### config.mk
export PLATFORM = sky130hd
export DESIGN_NAME = circular_deque
export DESIGN_NICKNAME = d
export VERILOG_FILES = /design/src/sv/cdq_pkg.sv /design/src/sv/circular_deque.sv /design/src/sv/cdq_ctrl.sv /design/src/sv/cdq_datapath.sv
export VERILOG_INCLUDE_DIRS = /design/src /design/src/sv
export SDC_FILE = /design/constraint.sdc
export NUM_CORES = 1
export LEC_CHECK = 0
export ABC_AREA = 1
export BUFFER_PORTS_ARGS = -buffer_cell sky130_fd_sc_hd__buf_2
export CELL_PAD_IN_SITES_DETAIL_PLACEMENT = 1
export CELL_PAD_IN_SITES_GLOBAL_PLACEMENT = 2
export CORE_MARGIN = 4
export CORE_UTILIZATION = 40
export DETAILED_ROUTE_END_ITERATION = 10
export MAX_ROUTING_LAYER = met4
export PLACE_DENSITY = 0.89
export SYNTH_ARGS = -nofsm -noshare
export SYNTH_HDL_FRONTEND = slang
export SYNTH_SLANG_ARGS = --single-unit
### constraint.sdc
create_clock -name clk -period 8.87 [get_ports clk]
set_input_delay 0.887 -clock clk [delete_from_list [all_inputs] [get_ports clk]]
set_output_delay 0.887 -clock clk [all_outputs]
set_load 0.02 [all_outputs]
### src/sv/circular_deque_assert.svh
// Assertion macros shared by the deque modules.
`ifndef CIRCULAR_DEQUE_ASSERT_SVH
`define CIRCULAR_DEQUE_ASSERT_SVH
`ifndef SYNTH
`define CDQ_ASSERT(lbl, clk, rst_n, prop) \
	lbl: assert property (@(posedge clk) disable iff (!rst_n) prop) \
		else $error("circular_deque assertion failed");
`define CDQ_ASSERT_NEXT(lbl, clk, rst_n, ante, cons) \
	lbl: assert property (@(posedge clk) disable iff (!rst_n) (ante) |=> (cons)) \
		else $error("circular_deque assertion failed");
`else
`define CDQ_ASSERT(lbl, clk, rst_n, prop)
`define CDQ_ASSERT_NEXT(lbl, clk, rst_n, ante, cons)
`endif
`endif

### src/sv/cdq_pkg.sv
package cdq_pkg;

	localparam logic [2:0] FN_PUSH_FRONT = 3'd0;
	localparam logic [2:0] FN_PUSH_REAR  = 3'd1;
	localparam logic [2:0] FN_POP_FRONT  = 3'd2;
	localparam logic [2:0] FN_POP_REAR   = 3'd3;
	localparam logic [2:0] FN_PEEK_FRONT = 3'd4;
	localparam logic [2:0] FN_PEEK_REAR  = 3'd5;

	localparam logic [1:0] STS_OK        = 2'd0;
	localparam logic [1:0] STS_OVERFLOW  = 2'd1;
	localparam logic [1:0] STS_UNDERFLOW = 2'd2;

	typedef struct packed {
		logic [2:0]         func;
		logic signed [31:0] value;
	} cdq_in_t;

	typedef struct packed {
		logic signed [31:0] data;
		logic [1:0]         status;
		logic [3:0]         occupancy;
	} cdq_out_t;

	typedef struct packed {
		logic load;
		logic exec;
		logic show;
	} cdq_cmd_t;

endpackage

### src/sv/circular_deque.sv
// Double-ended queue of DEPTH 32-bit words held in a circular store. An operation is
// taken when start is high while busy is low; it then runs in order: the beat is
// captured, the store is written once or read once into a register, and the result
// is shown for one cycle with done high; no new operation is taken until it has been
// shown. The receiver cannot hold a result off and must take it in the cycle that
// done is high. A push into a full deque is refused with overflow, a pop or peek of an
// empty deque returns underflow, and the store needs no clearing after reset.
module circular_deque #(
	parameter int DEPTH = 8
) (
	input  logic              clk,
	input  logic              arst_n,
	input  logic              start,
	output logic              busy,
	input  cdq_pkg::cdq_in_t  req,
	output logic              done,
	output cdq_pkg::cdq_out_t rsp
);

	cdq_pkg::cdq_cmd_t cmd;

	cdq_ctrl u_ctrl (
		.clk    (clk),
		.arst_n (arst_n),
		.start  (start),
		.busy   (busy),
		.cmd    (cmd)
	);

	cdq_datapath #(
		.DEPTH (DEPTH)
	) u_datapath (
		.clk    (clk),
		.arst_n (arst_n),
		.cmd    (cmd),
		.req    (req),
		.rsp    (rsp)
	);

	assign done = cmd.show;

endmodule

### src/sv/cdq_ctrl.sv
`include "circular_deque_assert.svh"

module cdq_ctrl (
	input  logic             clk,
	input  logic             arst_n,
	input  logic             start,
	output logic             busy,
	output cdq_pkg::cdq_cmd_t cmd
);

	localparam logic [1:0] S_IDLE = 2'd0;
	localparam logic [1:0] S_EXEC = 2'd1;
	localparam logic [1:0] S_DONE = 2'd2;

	logic [1:0] state_q;
	logic [1:0] state_d;

	always_comb begin
		state_d = state_q;
		unique case (state_q)
			S_IDLE: begin
				if (start) state_d = S_EXEC;
			end
			S_EXEC: state_d = S_DONE;
			S_DONE: state_d = S_IDLE;
			default: state_d = S_IDLE;
		endcase
	end

	always_ff @(posedge clk or negedge arst_n) begin
		if (!arst_n) state_q <= S_IDLE;
		else state_q <= state_d;
	end

	assign busy     = (state_q != S_IDLE);
	assign cmd.load = start && (state_q == S_IDLE);
	assign cmd.exec = (state_q == S_EXEC);
	assign cmd.show = (state_q == S_DONE);

	`CDQ_ASSERT_NEXT(a_accept_execs, clk, arst_n, cmd.load, cmd.exec)
	`CDQ_ASSERT_NEXT(a_exec_shows, clk, arst_n, cmd.exec, cmd.show && busy)
	`CDQ_ASSERT_NEXT(a_show_single, clk, arst_n, cmd.show, !cmd.show && !busy)

endmodule

### src/sv/cdq_datapath.sv
`include "circular_deque_assert.svh"

module cdq_datapath #(
	parameter int DEPTH = 8
) (
	input  logic              clk,
	input  logic              arst_n,
	input  cdq_pkg::cdq_cmd_t cmd,
	input  cdq_pkg::cdq_in_t  req,
	output cdq_pkg::cdq_out_t rsp
);

	localparam int IW = $clog2(DEPTH);
	localparam int CW = $clog2(DEPTH + 1);

	logic [2:0]         func_q;
	logic signed [31:0] value_q;
	logic [IW-1:0]      head_q;
	logic [IW-1:0]      tail_q;
	logic [CW-1:0]      count_q;
	logic signed [31:0] rd_q;
	logic [1:0]         status_q;
	logic               zero_q;
	logic signed [31:0] mem [DEPTH];

	logic [IW-1:0] head_d;
	logic [IW-1:0] tail_d;
	logic [CW-1:0] count_d;
	logic          wr_en;
	logic [IW-1:0] wr_addr;
	logic [IW-1:0] rd_addr;
	logic [1:0]    status_d;
	logic          zero_d;
	logic          empty;
	logic          full;

	function automatic logic [IW-1:0] slot_up(input logic [IW-1:0] i);
		return (i == IW'(DEPTH - 1)) ? '0 : i + IW'(1);
	endfunction

	function automatic logic [IW-1:0] slot_down(input logic [IW-1:0] i);
		return (i == '0) ? IW'(DEPTH - 1) : i - IW'(1);
	endfunction

	assign empty = (count_q == '0);
	assign full  = (count_q == CW'(DEPTH));

	always_comb begin
		head_d   = head_q;
		tail_d   = tail_q;
		count_d  = count_q;
		wr_en    = 1'b0;
		wr_addr  = '0;
		rd_addr  = head_q;
		status_d = cdq_pkg::STS_OK;
		zero_d   = 1'b1;
		case (func_q) inside
			cdq_pkg::FN_PUSH_FRONT, cdq_pkg::FN_PUSH_REAR: begin
				if (full) begin
					status_d = cdq_pkg::STS_OVERFLOW;
				end else if (empty) begin
					head_d  = '0;
					tail_d  = '0;
					wr_en   = 1'b1;
					wr_addr = '0;
					count_d = CW'(1);
				end else if (func_q == cdq_pkg::FN_PUSH_FRONT) begin
					head_d  = slot_down(head_q);
					wr_en   = 1'b1;
					wr_addr = head_d;
					count_d = count_q + CW'(1);
				end else begin
					tail_d  = slot_up(tail_q);
					wr_en   = 1'b1;
					wr_addr = tail_d;
					count_d = count_q + CW'(1);
				end
			end
			cdq_pkg::FN_POP_FRONT, cdq_pkg::FN_POP_REAR,
			cdq_pkg::FN_PEEK_FRONT, cdq_pkg::FN_PEEK_REAR: begin
				if (empty) begin
					status_d = cdq_pkg::STS_UNDERFLOW;
				end else begin
					zero_d = 1'b0;
					if (func_q == cdq_pkg::FN_POP_FRONT || func_q == cdq_pkg::FN_PEEK_FRONT) begin
						rd_addr = head_q;
					end else begin
						rd_addr = tail_q;
					end
					if (func_q == cdq_pkg::FN_POP_FRONT || func_q == cdq_pkg::FN_POP_REAR) begin
						count_d = count_q - CW'(1);
						if (count_q == CW'(1)) begin
							head_d = '0;
							tail_d = '0;
						end else if (func_q == cdq_pkg::FN_POP_FRONT) begin
							head_d = slot_up(head_q);
						end else begin
							tail_d = slot_down(tail_q);
						end
					end
				end
			end
			default: begin
				zero_d = 1'b1;
			end
		endcase
	end

	always_ff @(posedge clk or negedge arst_n) begin
		if (!arst_n) begin
			head_q  <= '0;
			tail_q  <= '0;
			count_q <= '0;
		end else if (cmd.exec) begin
			head_q  <= head_d;
			tail_q  <= tail_d;
			count_q <= count_d;
		end
	end

	always_ff @(posedge clk) begin
		if (cmd.load) begin
			func_q  <= req.func;
			value_q <= req.value;
		end
		if (cmd.exec) begin
			status_q <= status_d;
			zero_q   <= zero_d;
		end
	end

	always_ff @(posedge clk) begin
		if (cmd.exec && wr_en) mem[wr_addr] <= value_q;
		if (cmd.exec) rd_q <= mem[rd_addr];
	end

	assign rsp.data      = zero_q ? 32'sd0 : rd_q;
	assign rsp.status    = status_q;
	assign rsp.occupancy = 4'(count_q);

	`CDQ_ASSERT(a_count_bound, clk, arst_n, count_q <= CW'(DEPTH))
	`CDQ_ASSERT(a_empty_home, clk, arst_n, (count_q == '0) |-> (head_q == '0 && tail_q == '0))
	`CDQ_ASSERT(a_single_same, clk, arst_n, (count_q == CW'(1)) |-> (head_q == tail_q))
	`CDQ_ASSERT_NEXT(a_overflow_full, clk, arst_n, cmd.exec && status_d == cdq_pkg::STS_OVERFLOW, count_q == CW'(DEPTH))

endmodule
== Word level (Yosys, flattened, before mapping) ==
Memory sizes are Yosys's and may differ from the RTL's. A register that Yosys moved wholly into a read port is not among the register bits.
Index checks and enable logic that the tools add are counted.

* Memory bits (writable): 256
* Logic and storage cells: 100
* Memories: 1
* Register bits after elaboration: 50
* Output and inout port bits: 40
* Bits of input ports: 38

{| class="wikitable"
|+ Memory list
! name !! words !! bits a word !! read ports !! clocked after Yosys merged registers in !! write ports !! RTL line !! RTL
|-
| u_datapath.mem || 8 || 32 || 1 || 1 || 1 || cdq_datapath.sv:24 || <nowiki>logic signed [31:0] mem [DEPTH];</nowiki>
|}

* Bitwise logic cells: 1
* $add $sub $neg: 6
* Reductions and logical operators: 19
* Mux-type cells: 48
* Equal/unequal tests: 17

{| class="wikitable"
|+ Operator list
! cell !! count
|-
| $mux W3 || 30
|-
| $mux W32 || 1
|-
| $mux W4 || 6
|-
| $reduce_and A7 Y1 || 2
|-
| $eq A3 B3 Y1 const B || 4
|-
| $logic_not A3 Y1 || 3
|-
| $mux W2 || 4
|-
| $add A3 B1 Y3 const B || 2
|-
| $eq A3 B2 Y1 const B || 2
|-
| $mux W1 || 6
|-
| $ne A2 B2 Y1 const B || 3
|-
| $reduce_bool A2 Y1 || 3
|-
| $sub A3 B1 Y3 const B || 2
|-
| $reduce_and A5 Y1 || 1
|-
| $add A4 B1 Y4 const B || 1
|-
| $eq A4 B1 Y1 const B || 1
|-
| $eq A4 B4 Y1 const B || 1
|-
| $logic_not A4 Y1 || 1
|-
| $pmux W2 S2 || 1
|-
| $reduce_or A4 Y1 || 1
|-
| $sub A4 B1 Y4 const B || 1
|-
| $eq A3 B1 Y1 const B || 1
|-
| $ne A3 B1 Y1 const B || 1
|-
| $ne A3 B2 Y1 const B || 1
|-
| other kinds (10) || 12
|}

== Logic depth before layout (Yosys ltp) ==
* Depth after elaboration: 8
* Depth in mapped cells: 16
* Gate-level depth less buffers: 14

== Cells and area by module ==
Synthesis repeated with hierarchy kept, for this count alone.

* Cells, all modules: 1,362
* Area total of the unflattened synthesis: 14,802.9 µm²

{| class="wikitable"
|+ By module, submodules not included
! module !! cells an instance !! sequential area each (µm²) !! area an instance (µm²) !! times used
|-
| cdq_datapath || 1,350 || 10,039.6 || 14,709.1 || 1
|-
| cdq_ctrl || 12 || 50.0 || 93.8 || 1
|}

== Worst setup path after synthesis ==
No wires, ideal clock.

* Path type: register to register
* Start point: reg u_datapath.count_q[0]
* End point: mem u_datapath.mem[1][0] (enable)
* Path buffers: 0
* Data arrival time: 2,858 ps
* Period minus slack after synthesis: 3,279 ps
* Setup slack: 5,591 ps
* Cell stages (with the launch flop): 8
* Required time: 8,449 ps
* Library setup time: 421 ps
* Path through: dfrtp_1 inv_1 ha_1 nand2_1 nor2_1 nor4_1 nand4_1 nor2_1

* Longest elaborated chain between the ends: 6

{| class="wikitable"
|+ RTL lines
! item !! RTL line !! RTL
|-
| start: declaration || cdq_datapath.sv:20 || <nowiki>logic [CW-1:0] count_q;</nowiki>
|-
| start signal: assignment || cdq_datapath.sv:117 || <nowiki>count_q <= count_d;</nowiki>
|-
| $eq A4 B4 Y1 || cdq_datapath.sv:46 || <nowiki>assign full = (count_q == CW'(DEPTH));</nowiki>
|-
| $mux W1 || cdq_datapath.sv:59 || <nowiki>if (full) begin</nowiki>
|-
| $mux W1 || cdq_datapath.sv:57 || <nowiki>case (func_q) inside</nowiki>
|-
| $logic_and A1 B1 Y1 || cdq_datapath.sv:133 || <nowiki>if (cmd.exec && wr_en) mem[wr_addr] <= value_q;</nowiki>
|-
| $mux W1 || cdq_datapath.sv:133 ||
|-
| $mux W1 (implied by the code) || cdq_datapath.sv:133 ||
|-
| end: declaration || cdq_datapath.sv:24 ||
|}

Several ways; a longest one is shown, not always the timed one.

== Worst setup path after layout ==
* Start point: reg u_datapath.func_q[1]
* End point: reg u_datapath.rd_q[12], read port of u_datapath.mem (data pin)

* Longest elaborated chain between the ends: 6

{| class="wikitable"
|+ RTL lines
! item !! RTL line !! RTL
|-
| start: declaration || cdq_datapath.sv:16 || <nowiki>logic [2:0] func_q;</nowiki>
|-
| start signal: assignment || cdq_datapath.sv:123 || <nowiki>func_q <= req.func;</nowiki>
|-
| $eq A3 B2 Y1 or $eq A3 B3 Y1 (tied branches) || cdq_datapath.sv:85 || <nowiki>if (func_q == cdq_pkg::FN_POP_FRONT || func_q == cdq_pkg::FN_PEEK_FRONT) begin</nowiki>
|-
| $logic_or A1 B1 Y1 || cdq_datapath.sv:85 ||
|-
| $mux W3 || cdq_datapath.sv:85 ||
|-
| $mux W3 || cdq_datapath.sv:81 || <nowiki>if (empty) begin</nowiki>
|-
| $mux W3 || cdq_datapath.sv:57 ||
|-
| $mux W3 * || cdq_datapath.sv:57 ||
|-
| end: declaration || cdq_datapath.sv:21 || <nowiki>logic signed [31:0] rd_q;</nowiki>
|}

Every way passes the cells marked *; elsewhere a longest branch is shown, timed or not.
A chain may end at the register's enable or synchronous reset.

==> results.yml <==
layout:
  fillers: 4069
  regArea_um2: 10090
  diodes: 0
  multi_input_area_um2: 3451
  synthToLayoutAreaGrowth_pct: 14.12
  drive_gt1_share_pct: 11.38
  nNetsFinal: 1564
  utilization_pct: 46.42
  finalInstanceArea_um2: 17070
sta:
  slew_violations: 0
  relSlewSlack_pct: 24.26
  fmax_ghz: 0.2775
  rsz0062_at_grt: "false"
  tns_ns: 0
  setup_viol: 0
  fin_skew_ns: 0.01643
  min_period_ns: 3.604
  tightest_slew_ns: 1.136
  hold_violations: 0
  finalCritPeriodShare_pct: 40.63
run:
  maxCapViolations: 0
setup_path:
  cp_cell_sequence: "inv_1, ha_1, inv_4, nand2_1, clkinv_1, nand2_4, o21ai_4, buf_4, nand2_2, nand2_1, nand3_1, nand2_1, nand2_1, nand2_1"
  cp_num_cells: 14
  arrival_ns: 4.00
  required_ns: 9.26
  startpoint_type: "flip-flop"
  reg2reg_depth: 14
  crit_path_end_kind: "flip-flop"
  critical-path-max-stage-delay_ns: 0.80
  crit_family: "simple AND/OR/NAND/NOR gates"
  path_buf_inv: 4
  critPathMaxFanout: 65
  crit_path_start: "u_datapath.func_q[1]"
  timing_worst_setup_path_type: "flip-flop to flip-flop"
  timing.rr.end: "u_datapath.rd_q[12]"
  rr_startpoint: "u_datapath.func_q[1]"
  r2r_slack_ns: 5.27
  crit_end: "u_datapath.rd_q[12]"
  cpMostUsedCell: "nand2_1"
  crit_slowest_cell: "nand2_2"
clock_network:
  cts_tree: "yes"
  clock-sinks: 338
  clockRootBuffer: "clkbuf_16"
  clkTransAtPathRegs_ns: 0.06
  numCtsBuffers: 37
  clock_latency_ns: 0.54
  cts_setup_buffers: 0
  cts_resized: 0
  postCtsHoldBufs: 0
  clockBufferDepth: 3
  htree_levels: 2
global_routing:
  grt.total_usage_pct: 20.28
  grt_pass1_vias: 11211
  grt_antenna_before_repair: 0
  grt_pass1_wl_mm: 62.86
  grt_max_degree: 97
  overflow: 0
detailed_routing:
  vias: 10183
  firstDrtPassIters: 4
  ant_nets: 0
  post_drt_wl_per_cell_um: 19.88
  drc: 0
  viasPerCell: 5.076
  first_iter_violations: 758
  wirelength_mm: 39.89
logic_synthesis:
  synth-async-reset-ratio_pct: 3.550
  synth_edf_count: 326
  synth-seq-cells: 338
  syn_area_um2: 14960
  yosysWarningCount: 0
  synth.distinct_cells: 32
  syn-num-nets: 1494
  synth_seq_area_share_pct: 67.44
  synthFlopType: "edfxtp_1"
  synth.avg_cell_area_um2: 10.38
  syn_inst: 1441
die:
  start_util_pct: 40.67
  die_x_um: 201.4
  core_area_um2: 36790
  core.rowCount: 70
  pin_count: 78
  die_area_um2: 40560
  fp.dieH_um: 201.4
min_path:
  hold_class: "primary input to asynchronous set/reset pin"
power:
  p_leak_nw: 7.583
  peakVddDrop_v: 0.0001638
  power_density_nw_per_um2: 307.1
outcome:
  status: "completed"
place:
  gp_congestion: 0.7687
  dp_hpwl_mm: 21.72
  io_buffers: 77
  place_area_um2: 15870
[stage by stage]
step	std cells	hold WS, ns	total power (W)	setup slack, ns
after global placement	1940	0.5380	0.003686	5.375
after global routing	2006	0.2678	0.005579	5.020
after floorplan	1441	0.4467	0.003195	5.591
after detailed placement	1940	0.5607	0.003737	5.259
after CTS	2006	0.2500	0.005301	5.213
final	2006	0.2574	0.005244	5.266
[registers in the layout, indices dropped and copies added, names as in the netlist]
| register | cells |
|---|---|
| u_datapath.func_q | 3 |
| u_datapath.count_q | 4 |
| u_datapath.value_q | 32 |
| u_datapath.tail_q | 3 |
| u_datapath.status_q | 2 |
| u_ctrl.state_q | 2 |
| u_datapath.rd_q | 32 |
| u_datapath.head_q | 3 |
| u_datapath.zero_q | 1 |
| u_datapath.mem | 256 |
[where the power goes]
part / total [W] / internal [W] / switching [W] / leakage (nW)
registers: 0.00201 / 0.00192 / 0.0000882 / 3.12
clock network: 0.00154 / 0.000922 / 0.000622 / 0.583
logic: 0.00169 / 0.000473 / 0.00122 / 3.88
[kinds of logic after synthesis]
group | count (synthesis) | share of synthesized area (%)
xor+xnor | 6 | 0.3512
buf+inv | 389 | 10.26
flops | 338 | 67.44
compound gates | 34 | 1.355
fa+ha+maj | 15 | 1.254
simple gates | 659 | 19.34
[placed cells by master, fill, tap and decap left out, drive strengths merged]
master    instances
a21oi             5
nor2             55
o211ai            1
dfrtp            12
nand4             1
o21ai            27
clkinvlp          1
nand3b            1
xor2              4
clkbuf           49
bufinv            4
edfxtp          326
clkinv           11
buf              96
nor4              1
nand3           294
ha               15
o32ai             1
or2               1
nand2           306
inv             325
xnor2             2
[layer usage]
layer,vias up,part of all wire [%],GRT usage [%]
met5,-,0,-
met4,0,2.4,6.396
met3,60,5.0,2.917
met2,247,51,35.05
met1,5089,42,24.76
li1,4787,-,-
[layout make-up]
class	count	share of cell area (%)
clock buffers	49	5.936
clock inverters	17	1.099
inverters	324	7.138
multi-input cells	714	20.21
flip-flops and latches	338	59.09
well taps	468	3.430
repair buffers	96	3.092
[cell usage after synthesis (3+ instances only)]
| master | instances | area (um2) |
|---|---|---|
| edfxtp_1 | 326 | 9789 |
| inv_1 | 320 | 1201 |
| nand2_1 | 301 | 1130 |
| nand3_1 | 294 | 1471 |
| nor2_1 | 53 | 198.9 |
| buf_2 | 28 | 140.1 |
| o21ai_0 | 23 | 115.1 |
| clkbuf_1 | 17 | 63.81 |
| ha_1 | 15 | 187.7 |
| dfrtp_1 | 12 | 300.3 |
| buf_1 | 11 | 41.29 |
| buf_4 | 8 | 60.06 |
| a21oi_1 | 4 | 20.02 |
| xor2_1 | 4 | 35.03 |
| nand2_2 | 3 | 18.77 |
| o21ai_2 | 3 | 26.28 |
[worst min-delay path by stage]
stage | cells after the start | endpoint | startpoint | slack, ns
floorplan | 1 | u_ctrl.state_q[1] | u_ctrl.state_q[1] | 0.45
global placement | 1 | u_ctrl.state_q[1] | u_ctrl.state_q[1] | 0.54
detailed placement | 1 | u_ctrl.state_q[1] | u_ctrl.state_q[1] | 0.56
CTS | 1 | u_ctrl.state_q[1] | arst_n | 0.25
global route | 1 | u_datapath.count_q[0] | arst_n | 0.27
finish | 1 | u_datapath.count_q[2] | arst_n | 0.26
Power figures use the tool's default switching activity.
